<file path="src/rtl/pmcd_pkg.sv">
// ----------------------------------------------------------------------------
// pmcd_pkg
// Shared types, constants and keyword tables of the PWM meter command decoder.
// ----------------------------------------------------------------------------
package pmcd_pkg;

  localparam int BUFFER_LENGTH  = 32;
  localparam int KW_COUNT       = 11;
  localparam int KW_MAX         = 11;
  localparam int RES_FIFO_DEPTH = 4;
  localparam int RES_PTR_W      = $clog2(RES_FIFO_DEPTH);
  localparam int RES_CNT_W      = $clog2(RES_FIFO_DEPTH + 1);

  localparam int CFG_IDX_W  = 1;
  localparam int CFG_DATA_W = 24;

  localparam logic [CFG_IDX_W-1:0] CFG_CCR_START = 1'd0;
  localparam logic [CFG_IDX_W-1:0] CFG_CCR_GAIN  = 1'd1;

  typedef enum logic [3:0] {
    CMD_GET       = 4'd0,
    CMD_SET       = 4'd1,
    CMD_INC       = 4'd2,
    CMD_DEC       = 4'd3,
    CMD_LAMP_ON   = 4'd4,
    CMD_LAMP_OFF  = 4'd5,
    CMD_LED_ON    = 4'd6,
    CMD_LED_OFF   = 4'd7,
    CMD_RELOAD    = 4'd8,
    CMD_PRESCALE  = 4'd9,
    CMD_COMPARE   = 4'd10,
    CMD_REJECT    = 4'd11
  } cmd_code_e;

  typedef struct packed {
    cmd_code_e          cmd_code;
    logic signed [23:0] speed_centi;
    logic [15:0]        compare_value;
    logic [15:0]        prescaler;
    logic [15:0]        reload;
    logic               light_out;
    logic               led_out;
  } result_t;

  localparam logic [7:0] CH_SLASH = 8'h2F;
  localparam logic [7:0] CH_SEMI  = 8'h3B;
  localparam logic [7:0] CH_PLUS  = 8'h2B;
  localparam logic [7:0] CH_MINUS = 8'h2D;
  localparam logic [7:0] CH_DOT   = 8'h2E;
  localparam logic [7:0] CH_SPACE = 8'h20;
  localparam logic [7:0] CH_ZERO  = 8'h30;
  localparam logic [7:0] CH_NINE  = 8'h39;
  localparam logic [7:0] CH_TAB   = 8'h09;
  localparam logic [7:0] CH_CR    = 8'h0D;

  // keywords whose argument is a plain integer (ARR, PSC, CCR)
  localparam logic [KW_COUNT-1:0] KW_INT_MASK = 11'h700;

  // strings are right-justified: the last character sits in the low byte
  localparam logic [KW_MAX*8-1:0] KW_TEXT [KW_COUNT] = '{
    "/get", "/set:", "/inc:", "/dec:", "/light_on;", "/light_off;",
    "/led_on;", "/led_off;", "/ARR:", "/PSC:", "/CCR:"
  };

  localparam logic [3:0] KW_LEN [KW_COUNT] = '{
    4'd4, 4'd5, 4'd5, 4'd5, 4'd10, 4'd11, 4'd8, 4'd9, 4'd5, 4'd5, 4'd5
  };

  // character of keyword k at position pos, valid for pos below its length
  function automatic logic [7:0] kw_char(input int k, input logic [3:0] pos);
    logic [3:0] idx;
    idx = KW_LEN[k] - 4'd1 - pos;
    return KW_TEXT[k][{idx, 3'b000} +: 8];
  endfunction

endpackage

</file>
<file path="src/rtl/pmcd_rx_if.sv">
// ----------------------------------------------------------------------------
// pmcd_rx_if / pmcd_res_if
// Valid/ready channels for received bytes and for decoded results.
// ----------------------------------------------------------------------------
interface pmcd_rx_if;
  logic       valid;
  logic       ready;
  logic [7:0] rx_byte;

  modport source (output valid, output rx_byte, input ready);
  modport sink (input valid, input rx_byte, output ready);
endinterface

interface pmcd_res_if;
  import pmcd_pkg::*;

  logic               valid;
  logic               ready;
  cmd_code_e          cmd_code;
  logic signed [23:0] speed_centi;
  logic [15:0]        compare_value;
  logic [15:0]        prescaler;
  logic [15:0]        reload;
  logic               light_out;
  logic               led_out;

  modport source (
    output valid, output cmd_code, output speed_centi, output compare_value,
    output prescaler, output reload, output light_out, output led_out,
    input ready
  );
  modport sink (
    input valid, input cmd_code, input speed_centi, input compare_value,
    input prescaler, input reload, input light_out, input led_out,
    output ready
  );
endinterface

</file>
<file path="src/rtl/pwm_meter_command_decoder.sv">
// ----------------------------------------------------------------------------
// pwm_meter_command_decoder
// Parses '/'-framed serial commands and keeps speed, timer and output state.
// ----------------------------------------------------------------------------
// Throughput: one byte per cycle; rx ready drops only while four results are
// in flight in the three execute stages and the output queue together.
// Path: the result of the ';' (or overflowing) byte passes the three execute
// stages (magnitude scale, speed update, compare multiply) and the output queue.
// Reset: asynchronous, clears the parser, all stores, config and the queue.
module pwm_meter_command_decoder (
  input  logic                              clk_i,
  input  logic                              rst_ni,
  input  logic                              cfg_we_i,
  input  logic [pmcd_pkg::CFG_IDX_W-1:0]    cfg_idx_i,
  input  logic [pmcd_pkg::CFG_DATA_W-1:0]   cfg_wdata_i,
  pmcd_rx_if.sink                           rx_i,
  pmcd_res_if.source                        res_o
);
  import pmcd_pkg::*;

  localparam logic [1:0] PH_SKIP = 2'd0;
  localparam logic [1:0] PH_INT  = 2'd1;
  localparam logic [1:0] PH_FRAC = 2'd2;
  localparam logic [1:0] PH_DONE = 2'd3;

  localparam logic [5:0] BUF_LEN = 6'(BUFFER_LENGTH);
  localparam logic [5:0] NUM_START = 6'd5;

  // config
  logic [15:0] ccr_start_q;
  logic [23:0] ccr_gain_q;

  // parser state
  logic                collecting_q, collecting_d;
  logic [5:0]          position_q, position_d;
  logic [KW_COUNT-1:0] kw_match_q, kw_match_d;
  logic [31:0]         num_acc_q, num_acc_d;
  logic                num_neg_q, num_neg_d;
  logic [1:0]          num_phase_q, num_phase_d;
  logic [1:0]          frac_cnt_q, frac_cnt_d;

  // stores
  logic signed [23:0] speed_q, speed_d;
  logic [15:0]        compare_q, compare_d;
  logic [15:0]        prescaler_q, prescaler_d;
  logic [15:0]        reload_q, reload_d;
  logic               light_q, light_d;
  logic               led_q, led_d;

  // execute stages
  logic               s1_valid_q, s2_valid_q, s3_valid_q;
  cmd_code_e          s1_code_q, s2_code_q, s3_code_q;
  logic [31:0]        s1_acc_q;
  logic [1:0]         s1_frac_q;
  logic               s1_neg_q;
  logic [15:0]        s1_ival_q, s2_ival_q, s3_ival_q;
  logic signed [25:0] s2_sv_q;

  // result queue
  result_t              res_mem [RES_FIFO_DEPTH];
  logic [RES_PTR_W-1:0] wr_ptr_q, rd_ptr_q;
  logic [RES_CNT_W-1:0] res_cnt_q;
  logic [RES_CNT_W-1:0] inflight;
  logic                 res_push, res_pop;

  logic       rx_accept;
  logic [7:0] c;
  logic       emit;
  cmd_code_e  emit_code;
  logic       int_mode;
  logic       is_digit;
  logic [35:0] acc_mul;
  logic [31:0] acc_step;
  logic [15:0] ival_new;

  assign inflight = RES_CNT_W'(s1_valid_q) + RES_CNT_W'(s2_valid_q)
                  + RES_CNT_W'(s3_valid_q) + res_cnt_q;
  assign rx_i.ready = inflight < RES_CNT_W'(RES_FIFO_DEPTH);
  assign rx_accept  = rx_i.valid && rx_i.ready;
  assign c          = rx_i.rx_byte;
  assign is_digit   = c inside {[CH_ZERO:CH_NINE]};

  // next accumulator value for one more digit
  assign acc_mul  = {num_acc_q, 3'b000} + {3'b000, num_acc_q, 1'b0} + {32'd0, c[3:0]};

  always_comb begin
    if (int_mode) begin
      acc_step = acc_mul[31:0];
    end else if (acc_mul > 36'h07FFFFFFF) begin
      acc_step = 32'h7FFFFFFF;
    end else begin
      acc_step = acc_mul[31:0];
    end
  end

  // ---------------------------------------------------------------- parser
  always_comb begin
    collecting_d = collecting_q;
    position_d   = position_q;
    kw_match_d   = kw_match_q;
    num_acc_d    = num_acc_q;
    num_neg_d    = num_neg_q;
    num_phase_d  = num_phase_q;
    frac_cnt_d   = frac_cnt_q;
    emit         = 1'b0;
    emit_code    = CMD_REJECT;
    if (rx_accept) begin
      if (c == CH_SLASH) begin
        collecting_d = 1'b1;
        position_d   = '0;
        kw_match_d   = '1;
        num_acc_d    = '0;
        num_neg_d    = 1'b0;
        num_phase_d  = PH_SKIP;
        frac_cnt_d   = '0;
      end
      if (collecting_d) begin
        if (position_d >= BUF_LEN) begin
          collecting_d = 1'b0;
          emit         = 1'b1;
        end else begin
          for (int k = 0; k < KW_COUNT; k++) begin
            if ({2'b00, KW_LEN[k]} > position_d) begin
              if (kw_char(k, position_d[3:0]) != c) begin
                kw_match_d[k] = 1'b0;
              end
            end
          end
          if (position_d >= NUM_START) begin
            case (num_phase_q)
              PH_SKIP: begin
                if (c == CH_SPACE || (c inside {[CH_TAB:CH_CR]})) begin
                  num_phase_d = PH_SKIP;
                end else if (c == CH_PLUS || c == CH_MINUS) begin
                  num_neg_d   = (c == CH_MINUS);
                  num_phase_d = PH_INT;
                end else if (is_digit) begin
                  num_acc_d   = {28'd0, c[3:0]};
                  num_phase_d = PH_INT;
                end else if (c == CH_DOT && !int_mode) begin
                  num_phase_d = PH_FRAC;
                end else begin
                  num_phase_d = PH_DONE;
                end
              end
              PH_INT: begin
                if (is_digit) begin
                  num_acc_d = acc_step;
                end else if (c == CH_DOT && !int_mode) begin
                  num_phase_d = PH_FRAC;
                end else begin
                  num_phase_d = PH_DONE;
                end
              end
              PH_FRAC: begin
                if (is_digit) begin
                  if (frac_cnt_q < 2'd2) begin
                    num_acc_d  = acc_step;
                    frac_cnt_d = frac_cnt_q + 2'd1;
                  end
                end else begin
                  num_phase_d = PH_DONE;
                end
              end
              default: begin
                num_phase_d = PH_DONE;
              end
            endcase
          end
          position_d = position_d + 6'd1;
          if (c == CH_SEMI) begin
            collecting_d = 1'b0;
            emit         = 1'b1;
            // lowest matching keyword that fits in the command length wins
            for (int k = KW_COUNT - 1; k >= 0; k--) begin
              if (kw_match_d[k] && ({2'b00, KW_LEN[k]} <= position_d)) begin
                emit_code = cmd_code_e'(4'(k));
              end
            end
          end
        end
      end
    end
  end

  // integer mode follows the match bits, which no longer change past the ':'
  assign int_mode = |(kw_match_q & KW_INT_MASK);
  assign ival_new = num_neg_d ? (16'd0 - num_acc_d[15:0]) : num_acc_d[15:0];

  always_ff @(posedge clk_i or negedge rst_ni) begin
    if (!rst_ni) begin
      collecting_q <= 1'b0;
      position_q   <= '0;
      kw_match_q   <= '1;
      num_acc_q    <= '0;
      num_neg_q    <= 1'b0;
      num_phase_q  <= PH_SKIP;
      frac_cnt_q   <= '0;
    end else begin
      collecting_q <= collecting_d;
      position_q   <= position_d;
      kw_match_q   <= kw_match_d;
      num_acc_q    <= num_acc_d;
      num_neg_q    <= num_neg_d;
      num_phase_q  <= num_phase_d;
      frac_cnt_q   <= frac_cnt_d;
    end
  end

  // ---------------------------------------------------------------- config
  always_ff @(posedge clk_i or negedge rst_ni) begin
    if (!rst_ni) begin
      ccr_start_q <= '0;
      ccr_gain_q  <= '0;
    end else if (cfg_we_i) begin
      case (cfg_idx_i)
        CFG_CCR_START: ccr_start_q <= cfg_wdata_i[15:0];
        CFG_CCR_GAIN:  ccr_gain_q  <= cfg_wdata_i;
        default: ;
      endcase
    end
  end

  // ------------------------------------------- stage 1: speed magnitude
  logic [38:0]        mag_full;
  logic [24:0]        mag_cap;
  logic signed [25:0] sv_mag;
  logic signed [25:0] sv_d;

  always_comb begin
    case (s1_frac_q)
      2'd0:    mag_full = {7'd0, s1_acc_q} * 39'd100;
      2'd1:    mag_full = {7'd0, s1_acc_q} * 39'd10;
      default: mag_full = {7'd0, s1_acc_q};
    endcase
    mag_cap = (mag_full > 39'h1000000) ? 25'h1000000 : mag_full[24:0];
    sv_mag  = $signed({1'b0, mag_cap});
    sv_d    = s1_neg_q ? -sv_mag : sv_mag;
  end

  // ------------------------------------------- stage 2: speed update
  logic signed [26:0] speed_sum;

  always_comb begin
    case (s2_code_q)
      CMD_SET: speed_sum = {s2_sv_q[25], s2_sv_q};
      CMD_INC: speed_sum = {{3{speed_q[23]}}, speed_q} + {s2_sv_q[25], s2_sv_q};
      CMD_DEC: speed_sum = {{3{speed_q[23]}}, speed_q} - {s2_sv_q[25], s2_sv_q};
      default: speed_sum = {{3{speed_q[23]}}, speed_q};
    endcase
    if (speed_sum > 27'sd8388607) begin
      speed_d = 24'sh7FFFFF;
    end else if (speed_sum < -27'sd8388608) begin
      speed_d = 24'sh800000;
    end else begin
      speed_d = speed_sum[23:0];
    end
  end

  // ------------------------------------------- stage 3: compare and stores
  logic signed [48:0] ccr_prod;
  logic signed [48:0] ccr_sum;
  logic [15:0]        ccr_calc;

  assign ccr_prod = $signed({1'b0, ccr_gain_q}) * speed_q;
  assign ccr_sum  = ccr_prod + $signed({17'd0, ccr_start_q, 16'd0});

  always_comb begin
    if (ccr_sum[48]) begin
      ccr_calc = 16'd0;
    end else if (ccr_sum[47:32] != 16'd0) begin
      ccr_calc = 16'hFFFF;
    end else begin
      ccr_calc = ccr_sum[31:16];
    end
  end

  always_comb begin
    compare_d   = compare_q;
    prescaler_d = prescaler_q;
    reload_d    = reload_q;
    light_d     = light_q;
    led_d       = led_q;
    if (s3_valid_q) begin
      case (s3_code_q)
        CMD_SET, CMD_INC, CMD_DEC: compare_d = ccr_calc;
        CMD_LAMP_ON:   light_d     = 1'b1;
        CMD_LAMP_OFF:  light_d     = 1'b0;
        CMD_LED_ON:    led_d       = 1'b1;
        CMD_LED_OFF:   led_d       = 1'b0;
        CMD_RELOAD:    reload_d    = s3_ival_q;
        CMD_PRESCALE:  prescaler_d = s3_ival_q;
        CMD_COMPARE:   compare_d   = s3_ival_q;
        default: ;
      endcase
    end
  end

  always_ff @(posedge clk_i or negedge rst_ni) begin
    if (!rst_ni) begin
      s1_valid_q  <= 1'b0;
      s2_valid_q  <= 1'b0;
      s3_valid_q  <= 1'b0;
      speed_q     <= '0;
      compare_q   <= '0;
      prescaler_q <= '0;
      reload_q    <= '0;
      light_q     <= 1'b0;
      led_q       <= 1'b0;
    end else begin
      s1_valid_q <= emit;
      s2_valid_q <= s1_valid_q;
      s3_valid_q <= s2_valid_q;
      if (s2_valid_q && (s2_code_q inside {CMD_SET, CMD_INC, CMD_DEC})) begin
        speed_q <= speed_d;
      end
      compare_q   <= compare_d;
      prescaler_q <= prescaler_d;
      reload_q    <= reload_d;
      light_q     <= light_d;
      led_q       <= led_d;
    end
  end

  always_ff @(posedge clk_i) begin
    if (emit) begin
      s1_code_q <= emit_code;
      s1_acc_q  <= num_acc_d;
      s1_frac_q <= frac_cnt_d;
      s1_neg_q  <= num_neg_d;
      s1_ival_q <= ival_new;
    end
    s2_code_q <= s1_code_q;
    s2_sv_q   <= sv_d;
    s2_ival_q <= s1_ival_q;
    s3_code_q <= s2_code_q;
    s3_ival_q <= s2_ival_q;
  end

  // ---------------------------------------------------------------- result queue
  result_t res_new;

  always_comb begin
    res_new.cmd_code      = s3_code_q;
    res_new.speed_centi   = speed_q;
    res_new.compare_value = compare_d;
    res_new.prescaler     = prescaler_d;
    res_new.reload        = reload_d;
    res_new.light_out     = light_d;
    res_new.led_out       = led_d;
  end

  assign res_push = s3_valid_q;
  assign res_pop  = res_o.valid && res_o.ready;

  always_ff @(posedge clk_i) begin
    if (res_push) begin
      res_mem[wr_ptr_q] <= res_new;
    end
  end

  always_ff @(posedge clk_i or negedge rst_ni) begin
    if (!rst_ni) begin
      wr_ptr_q  <= '0;
      rd_ptr_q  <= '0;
      res_cnt_q <= '0;
    end else begin
      if (res_push) begin
        wr_ptr_q <= wr_ptr_q + RES_PTR_W'(1);
      end
      if (res_pop) begin
        rd_ptr_q <= rd_ptr_q + RES_PTR_W'(1);
      end
      case ({res_push, res_pop})
        2'b10:   res_cnt_q <= res_cnt_q + RES_CNT_W'(1);
        2'b01:   res_cnt_q <= res_cnt_q - RES_CNT_W'(1);
        default: res_cnt_q <= res_cnt_q;
      endcase
    end
  end

  assign res_o.valid         = res_cnt_q != '0;
  assign res_o.cmd_code      = res_mem[rd_ptr_q].cmd_code;
  assign res_o.speed_centi   = res_mem[rd_ptr_q].speed_centi;
  assign res_o.compare_value = res_mem[rd_ptr_q].compare_value;
  assign res_o.prescaler     = res_mem[rd_ptr_q].prescaler;
  assign res_o.reload        = res_mem[rd_ptr_q].reload;
  assign res_o.light_out     = res_mem[rd_ptr_q].light_out;
  assign res_o.led_out       = res_mem[rd_ptr_q].led_out;

  // ---------------------------------------------------------------- checks
  // two commands never finish on adjacent bytes, so the stages never collide
  a_no_adjacent_exec: assert property (@(posedge clk_i) disable iff (!rst_ni)
    !(s1_valid_q && s2_valid_q) && !(s2_valid_q && s3_valid_q))
    else $error("execute stages hold adjacent transactions");

  a_queue_no_overflow: assert property (@(posedge clk_i) disable iff (!rst_ni)
    res_push |-> (res_cnt_q < RES_CNT_W'(RES_FIFO_DEPTH)) || res_pop)
    else $error("result queue overflow");

  a_inflight_bound: assert property (@(posedge clk_i) disable iff (!rst_ni)
    inflight <= RES_CNT_W'(RES_FIFO_DEPTH))
    else $error("more results in flight than queue slots");

  a_emit_stops_collect: assert property (@(posedge clk_i) disable iff (!rst_ni)
    emit |=> !collecting_q && s1_valid_q)
    else $error("result issued while still collecting");

endmodule
</file>
<file path="src/flat_wrapper.sv">
// flat-port wrapper written by rule: the top's interface ports become plain ports
module pwm_meter_command_decoder_flat import pmcd_pkg::*;
  (clk_i, rst_ni, cfg_we_i, cfg_idx_i, cfg_wdata_i, rx_i_valid, rx_i_rx_byte, rx_i_ready, res_o_valid, res_o_cmd_code, res_o_speed_centi, res_o_compare_value, res_o_prescaler, res_o_reload, res_o_light_out, res_o_led_out, res_o_ready);
  pmcd_rx_if rx_i_i ();
  pmcd_res_if res_o_i ();
  input  logic clk_i;
  input  logic rst_ni;
  input  logic cfg_we_i;
  input  logic [pmcd_pkg::CFG_IDX_W-1:0] cfg_idx_i;
  input  logic [pmcd_pkg::CFG_DATA_W-1:0] cfg_wdata_i;
  input wire logic [$bits(rx_i_i.valid)-1:0] rx_i_valid;
  input wire logic [$bits(rx_i_i.rx_byte)-1:0] rx_i_rx_byte;
  output wire logic [$bits(rx_i_i.ready)-1:0] rx_i_ready;
  output wire logic [$bits(res_o_i.valid)-1:0] res_o_valid;
  output wire logic [$bits(res_o_i.cmd_code)-1:0] res_o_cmd_code;
  output wire logic [$bits(res_o_i.speed_centi)-1:0] res_o_speed_centi;
  output wire logic [$bits(res_o_i.compare_value)-1:0] res_o_compare_value;
  output wire logic [$bits(res_o_i.prescaler)-1:0] res_o_prescaler;
  output wire logic [$bits(res_o_i.reload)-1:0] res_o_reload;
  output wire logic [$bits(res_o_i.light_out)-1:0] res_o_light_out;
  output wire logic [$bits(res_o_i.led_out)-1:0] res_o_led_out;
  input wire logic [$bits(res_o_i.ready)-1:0] res_o_ready;
  assign rx_i_i.valid = rx_i_valid;
  assign rx_i_i.rx_byte = rx_i_rx_byte;
  assign rx_i_ready = rx_i_i.ready;
  assign res_o_valid = res_o_i.valid;
  assign res_o_cmd_code = res_o_i.cmd_code;
  assign res_o_speed_centi = res_o_i.speed_centi;
  assign res_o_compare_value = res_o_i.compare_value;
  assign res_o_prescaler = res_o_i.prescaler;
  assign res_o_reload = res_o_i.reload;
  assign res_o_light_out = res_o_i.light_out;
  assign res_o_led_out = res_o_i.led_out;
  assign res_o_i.ready = res_o_ready;
  pwm_meter_command_decoder u_core (.clk_i(clk_i), .rst_ni(rst_ni), .cfg_we_i(cfg_we_i), .cfg_idx_i(cfg_idx_i), .cfg_wdata_i(cfg_wdata_i), .rx_i(rx_i_i), .res_o(res_o_i));
endmodule
</file>
<file path="config.mk">
export PLATFORM = sky130hd
export DESIGN_NAME = pwm_meter_command_decoder_flat
export DESIGN_NICKNAME = d
export VERILOG_FILES = /design/src/rtl/pmcd_pkg.sv /design/src/rtl/pmcd_rx_if.sv /design/src/rtl/pwm_meter_command_decoder.sv /design/src/flat_wrapper.sv
export SDC_FILE = /design/constraint.sdc
export NUM_CORES = 2
export LEC_CHECK = 0
export BUFFER_PORTS_ARGS = -buffer_cell sky130_fd_sc_hd__buf_4
export CAP_MARGIN = 20
export CORE_ASPECT_RATIO = 1.5
export CORE_UTILIZATION = 35
export DETAILED_ROUTE_END_ITERATION = 8
export PLACE_DENSITY = 0.51
export SYNTH_ARGS = -nofsm -noshare
export SYNTH_HDL_FRONTEND = slang
export SYNTH_SLANG_ARGS = --single-unit
export TNS_END_PERCENT = 30
</file>
<file path="constraint.sdc">
create_clock -name clk_i -period 12.6 [get_ports clk_i]
set_input_delay 0.63 -clock clk_i [delete_from_list [all_inputs] [get_ports clk_i]]
set_output_delay 0.63 -clock clk_i [all_outputs]
set_load 0.01 [all_outputs]
</file>
* Yosys cells after proc, flatten, opt, wreduce, memory -nomap -nowiden
Memory sizes are Yosys's and may differ from the RTL's.
Index checks and enable logic that the tools add are counted.
** Cells by class
- Add/subtract/negate cells :: 22
- Multipliers :: 3
- Divide/modulo/power cells :: 0
- Order comparisons :: 24
- Equality and inequality tests :: 35
- Shifts and indexed selects :: 11
- Multiplexer cells :: 145
- Bitwise operators :: 4
- Reductions and logical operators :: 32
** Operator list (number)
- variable part select 88 x 8 -> 8 bit, first input constant :: 11
- two-way mux 32 bit :: 13
- two-way mux 16 bit :: 8
- case mux 32 bit (3 select lines) :: 1
- inequality test 8 bit :: 11
- case mux 27 bit (3 select lines) :: 1
- two-way mux 1 bit :: 78
- case mux 39 bit (2 select lines) :: 1
- two-way mux 25 bit :: 2
- adder 49 x 33 -> 49 bit :: 1
- multiplier 25 x 24 -> 49 bit :: 1
- == test 8 x 6 -> 1 bit, second input constant :: 6
- two-way mux 24 bit :: 2
- greater-than comparator 39 x 25 -> 1 bit, second input constant :: 1
- two-way mux 2 bit :: 19
- multiplier 32 x 5 -> 37 bit, second input constant :: 1
- adder 35 x 33 -> 36 bit :: 1
- adder 36 x 4 -> 36 bit :: 1
- greater-than comparator 36 x 31 -> 1 bit, second input constant :: 1
- multiplier 32 x 3 -> 35 bit, second input constant :: 1
- two-way mux 11 bit :: 3
- two-way mux 4 bit :: 8
- case mux 16 bit (2 select lines) :: 1
- adder 24 x 26 -> 27 bit :: 1
- other kinds (49) :: 102
** Storage, ports and cells
- Register bits after elaboration :: 300
- Latch bits :: 0
- RAM bits :: 312
- Memory bits (read-only) :: 0
- Input bits :: 38
- Logic and storage cells :: 310
- Memories :: 1
** Memory list
- u_core.res_mem :: depth 4, bits a word 78, read ports 1, clocked after Yosys merged registers in 0, wr ports 1, RTL line pwm_meter_command_decoder.sv:60 : result_t res_mem [RES_FIFO_DEPTH];

* Logic depth before layout (Yosys ltp)
- Depth in word-level cells :: 26
- Depth in mapped cells :: 31
- Gate-level depth less buffers :: 28

* Worst setup path before layout
No wires, ideal clock.
- Kind :: register to register
- From :: reg u_core.speed_q[5]
- To :: mem u_core.res_mem[0][36] (netlist name), data pin
- Library setup time :: 0.191 ns
- Data arrival time :: 7.721 ns
- Data required time :: 12.409 ns
- Setup slack :: 4.688 ns
- Stages on the path, launching flop included :: 32
- Cell sequence :: dfrtp_1 > clkbuf_1 > clkbuf_1 > nand2_1 > fa_1 > inv_1 > fa_1 > inv_1 > fa_1 > inv_1 > fa_1 > inv_1 > fa_1 > inv_1 > fa_1 > inv_1 > fa_1 > inv_1 > ha_1 > inv_1 > a21oi_1 > o221ai_1 > and3_1 > o31ai_1 > a21oi_1 > o31ai_1 > o31ai_1 > or3b_2 > nand2_1 > clkbuf_1 > o31ai_1 > a21oi_1
** Between the ends
- Longest elaborated chain between the ends :: 7
** RTL lines
- start, declared :: RTL line pwm_meter_command_decoder.sv:43 : logic signed [23:0] speed_q, speed_d;
- start signal, assigned :: RTL line pwm_meter_command_decoder.sv:315 : speed_q <= speed_d;
- multiplier 25 x 24 -> 49 bit * :: RTL line pwm_meter_command_decoder.sv:265 : assign ccr_prod = $signed({1'b0, ccr_gain_q}) * speed_q;
- adder 49 x 33 -> 49 bit * :: RTL line pwm_meter_command_decoder.sv:266 : assign ccr_sum = ccr_prod + $signed({17'd0, ccr_start_q, 16'd0});
- nonzero test 16 bit :: RTL line pwm_meter_command_decoder.sv:271 : end else if (ccr_sum[47:32] != 16'd0) begin
- two-way mux 16 bit :: RTL line pwm_meter_command_decoder.sv:271
- two-way mux 16 bit * :: RTL line pwm_meter_command_decoder.sv:269 : if (ccr_sum[48]) begin
- case mux 16 bit (2 select lines) * :: RTL line pwm_meter_command_decoder.sv:285 : case (s3_code_q)
- two-way mux 16 bit * :: RTL line pwm_meter_command_decoder.sv:284 : if (s3_valid_q) begin
- net u_core.compare_d[2] :: RTL line pwm_meter_command_decoder.sv:44 : logic [15:0] compare_q, compare_d;
- end, declared :: RTL line pwm_meter_command_decoder.sv:60
Mark *: on every way through the listed nets, which the timed path passes. The rest lies on a longest branch.

* Worst setup path after layout
- From :: reg u_core.speed_q[1]
- To :: mem u_core.res_mem[2][44] (netlist name), data pin
Same word-level chain as after synthesis.

==> impl_summary.md <==
Global route
The global router's overall resource usage is 0.211. For this run, global-route usage on met3 was measured as 0.0293. The met2 track demand over resource is 0.401. The number of antenna violations at the first check in global routing is 1. The largest net degree at the start of global routing is 75. The overflow left after global routing is 0. met2 is the most crowded layer. The first global-routing pass estimated 262000 um of wire.

The via count of the first global-routing pass is 44000. The global-route met1 utilization is 0.231.

Routing
Wires add up to 168000 um. The routed layout has 40800 vias. The number of vias per cell is 5.32. Before antenna repair, the detailed router went through 9 iterations. The first routing iteration left 2153 violations. The remaining design rule violation count is 22. The mean routed wirelength per cell is 21.9 um. The number of nets with antenna violations after detailed routing is 0.

Setup path
STA puts the critical path data arrival time at 9.69 ns. The largest single stage delay on the critical path is 0.89 ns. The type of the worst setup path is reg -> reg. The maximum fanout encountered on the critical timing path is 19. The required arrival time at the worst endpoint is 12.98 ns. The cell seen most often among critical-path stages is sky130_fd_sc_hd__inv_1. The element type at the critical path start is a register. The slowest library cell on the worst path is sky130_fd_sc_hd__dfrtp_1. The endpoint type of the worst setup path is a register.

Timing
After routing, the total negative slack on setup checks comes to 0 ns. The number of endpoints with negative hold slack in the final report is 0. The peak clock frequency supported by timing is 0.107 GHz. The ratio of final minimum period to clock period is 0.739.

Setup repair after global routing left no endpoint under its margin. The count of final setup violators is 0. The post-layout minimum cycle time is 9.31 ns. Across all hold checks on the routed design, the worst slack comes to 0.195 ns.

The transition at the pin with the smallest max-transition slack is 1.23 ns. The largest clock skew in the final design is 0.0574 ns. The relative slew slack is 0.180. The max-slew violation total from the final report is 0.

Yosys
For this run, the leading register cell type out of synthesis is sky130_fd_sc_hd__edfxtp_1. Ranked by total cell area, the synthesized netlist is headed by sky130_fd_sc_hd__edfxtp_1 (20%), sky130_fd_sc_hd__fa_1 (19%), sky130_fd_sc_hd__ha_1 (11%), sky130_fd_sc_hd__dfrtp_1 (7.5%), sky130_fd_sc_hd__inv_1 (5.3%). The biggest area contributor in the post-synthesis netlist is sky130_fd_sc_hd__edfxtp_1. The number of warnings reported in the yosys synthesis log is 0.

The share of Yosys cell area claimed by the top area cell type is 0.196. In the synthesized netlist, the number of instances is 5522. The number of register bits inferred by synthesis is 611. In this run, synthesis inferred 366 flip-flops with an integrated enable. The total nets after synthesis is 6575. The average instance in the mapped netlist occupies 10.1 um2. Among all cell types in the netlist, the one instantiated most often is sky130_fd_sc_hd__inv_1. The share of synthesized area occupied by flip-flops and latches is 0.300.

In the synthesized netlist the async set-or-reset flop fraction comes to 0.293. In this run, distinct cell masters in the synthesized netlist total 97. After synthesis, the most frequently instantiated cells are sky130_fd_sc_hd__inv_1 (793), sky130_fd_sc_hd__fa_1 (529), sky130_fd_sc_hd__nand2_1 (500).

The synthesized area is 56000 um2.

Clocking
The maximum buffer depth of the clock tree is 3. The H-tree level count is 3. The quantity of gates resized following cts is 0.

The clock sink count is 611. The TritonCTS clock tree is built. Clock-pin slew was measured on the worst setup and hold paths at 0.06 ns.

The later pin in the worst-skew pair is clocked with a latency of 0.69 ns. In this run the post-CTS setup repair buffer count came out at 0. The buffer cell driving the clock tree root is sky130_fd_sc_hd__clkbuf_16. The number of hold buffers added after CTS is 1. Buffers inserted during clock tree synthesis total 67.

Final layout
The share of post-route cells with drive strength above 1 is 0.0889. The area added between synthesis and finish is 9.82%. In the final layout, the multi-input gates occupy 35300 um2. The final layout net count is 6588. The storage element area is 16800 um2.

The filler cells instantiated in the layout total 15800.

Placed design
The HPWL after detailed placement is 128000 um. The final weighted congestion in routability-driven placement is 0.885. The number of port buffers is 117.

Floorplan
The I/O pin count is 118. The number of placement rows is 179. Measured along the x axis, the die boundary spans 329 um. The die extent in y is 492 um. The die area is 162000 um2. The core area is 159000 um2. The starting density of the core is 0.353.

Pwr
For this design the total switching power over the nets is 2370 uW. The internal power component is 4190 uW. The share of total power dissipated in combinational logic is 0.337.

The ratio of total power to cell area is 107 nW/um2. The leakage power summed over all cells is 0.0277 uW. Across the VDD grid, the largest voltage drop is 0.000159 V.

Of the total power, the share spent switching nets is 0.361. The fraction of power consumed by the clock network is 0.317. The sequential power share is 0.346.

Status
The final reports fail on DRC. The flow ran to the end, but the final reports show violations.

Run
The number of max-capacitance violations reported is 0.

Min path
The worst hold path belongs to the class in -> reg.
state kept, by name (all words and copies together) (netlist names), 24 cells and up:
| register | cells |
|---|---|
| u_core.s2_sv_q | 26 |
| u_core.res_mem | 312 |
| u_core.ccr_gain_q | 24 |
| u_core.speed_q | 24 |
| u_core.s1_acc_q | 31 |
| u_core.num_acc_q | 32 |
per-stage QoR:
step / util / instance area, um2 / total power [uW] / std cells / setup slack, ns
after CTS: 0.387 / 61500 / 6660 / 7671 / 3.33
after global placement: 0.372 / 59100 / 4540 / 7545 / 3.26
after detailed placement: 0.373 / 59200 / 4540 / 7546 / 3.37
final: 0.387 / 61500 / 6550 / 7673 / 3.29
after global routing: 0.387 / 61500 / 6900 / 7672 / 2.81
after floorplan: - / 56000 / 3690 / 5522 / 4.69
kinds of logic (layout without fill, tap and decap cells):
family	after synthesis	count (layout)	synth area share
adder cells (fa/ha/maj)	1015	1015	0.298
XOR/XNOR	199	199	0.0311
buffers and inverters	1046	1114	0.0705
multiplexers	179	179	0.0511
AND/OR/NAND/NOR	1458	1458	0.131
AO/OA/AOI/OAI	1014	1014	0.118
other	0	2	0
flip-flops	611	611	0.300
critical path: cells and delay by family (launching register included):
kind | cells | cell delay, ns
adders and majority gates | 8 | 3.90
xor gates and xnor gates | 1 | 0.12
DFF | 1 | 0.89
AOI/OAI and AO/OA | 7 | 1.70
buffers and inverters | 9 | 0.90
and+or+nand+nor | 4 | 1.45
placed cells by master, fill, tap and decap left out, drive strengths merged, types with 37 or more instances in the layout:
cell type  count
dfrtp        168
xnor2        121
nor2b         57
nor3          67
nor2         209
edfxtp       366
o21ai        207
a21o          69
a21oi        281
ha           486
inv          802
mux4          78
clkbuf        91
dfxtp         66
a31oi         38
nand3         60
buf          193
nand2        500
mux2          73
a211oi        46
xor2          78
and2         339
fa           529
nand4         41
nand2b        37
metal layers:
layer	up-vias	share of wire
met3	334	0.040
met1	20800	0.37
met5	-	0
li1	18800	-
met2	889	0.54
met4	0	0.044
cell type report:
class / instances / share of cell area
clock buffers: 91 / 0.0297
flip-flops and latches: 611 / 0.273
diodes: 2 / 0.0000814
multi-input cells: 3865 / 0.574
repair buffers: 194 / 0.0240
inverters: 796 / 0.0486
well taps: 2081 / 0.0423
clock inverters: 33 / 0.00796
worst paths after layout:
check                                                    from                                end  slack, ns  depth (start not counted)
worst max-delay path            u_core.speed_q[1]$_DFFE_PN0P_    u_core.res_mem[2][44]$_DFFE_PP_       3.29                         29
worst min-delay path                          cfg_wdata_i[18]  u_core.ccr_gain_q[18]$_DFFE_PN0P_       0.20                          2
worst max register to register  u_core.speed_q[1]$_DFFE_PN0P_    u_core.res_mem[2][44]$_DFFE_PP_       3.29                         29
worst min register to register    u_core.s2_ival_q[0]$_DFF_P_        u_core.s3_ival_q[0]$_DFF_P_       0.30                          0
max in group asynchronous                              rst_ni     u_core.rd_ptr_q[0]$_DFFE_PN0P_       9.77                          4
min in group asynchronous                              rst_ni     u_core.speed_q[19]$_DFFE_PN0P_       0.60                          2
power groups by stage:
stage	registers, uW	clock network (uW)	logic [uW]
after CTS	2270	2150	2240
final	2270	2080	2210
after global routing	2270	2210	2420
after detailed placement	2310	0	2230
after global placement	2310	0	2230
after floorplan	2220	0	1460
Note: power is estimated with default switching activity, not from simulation.
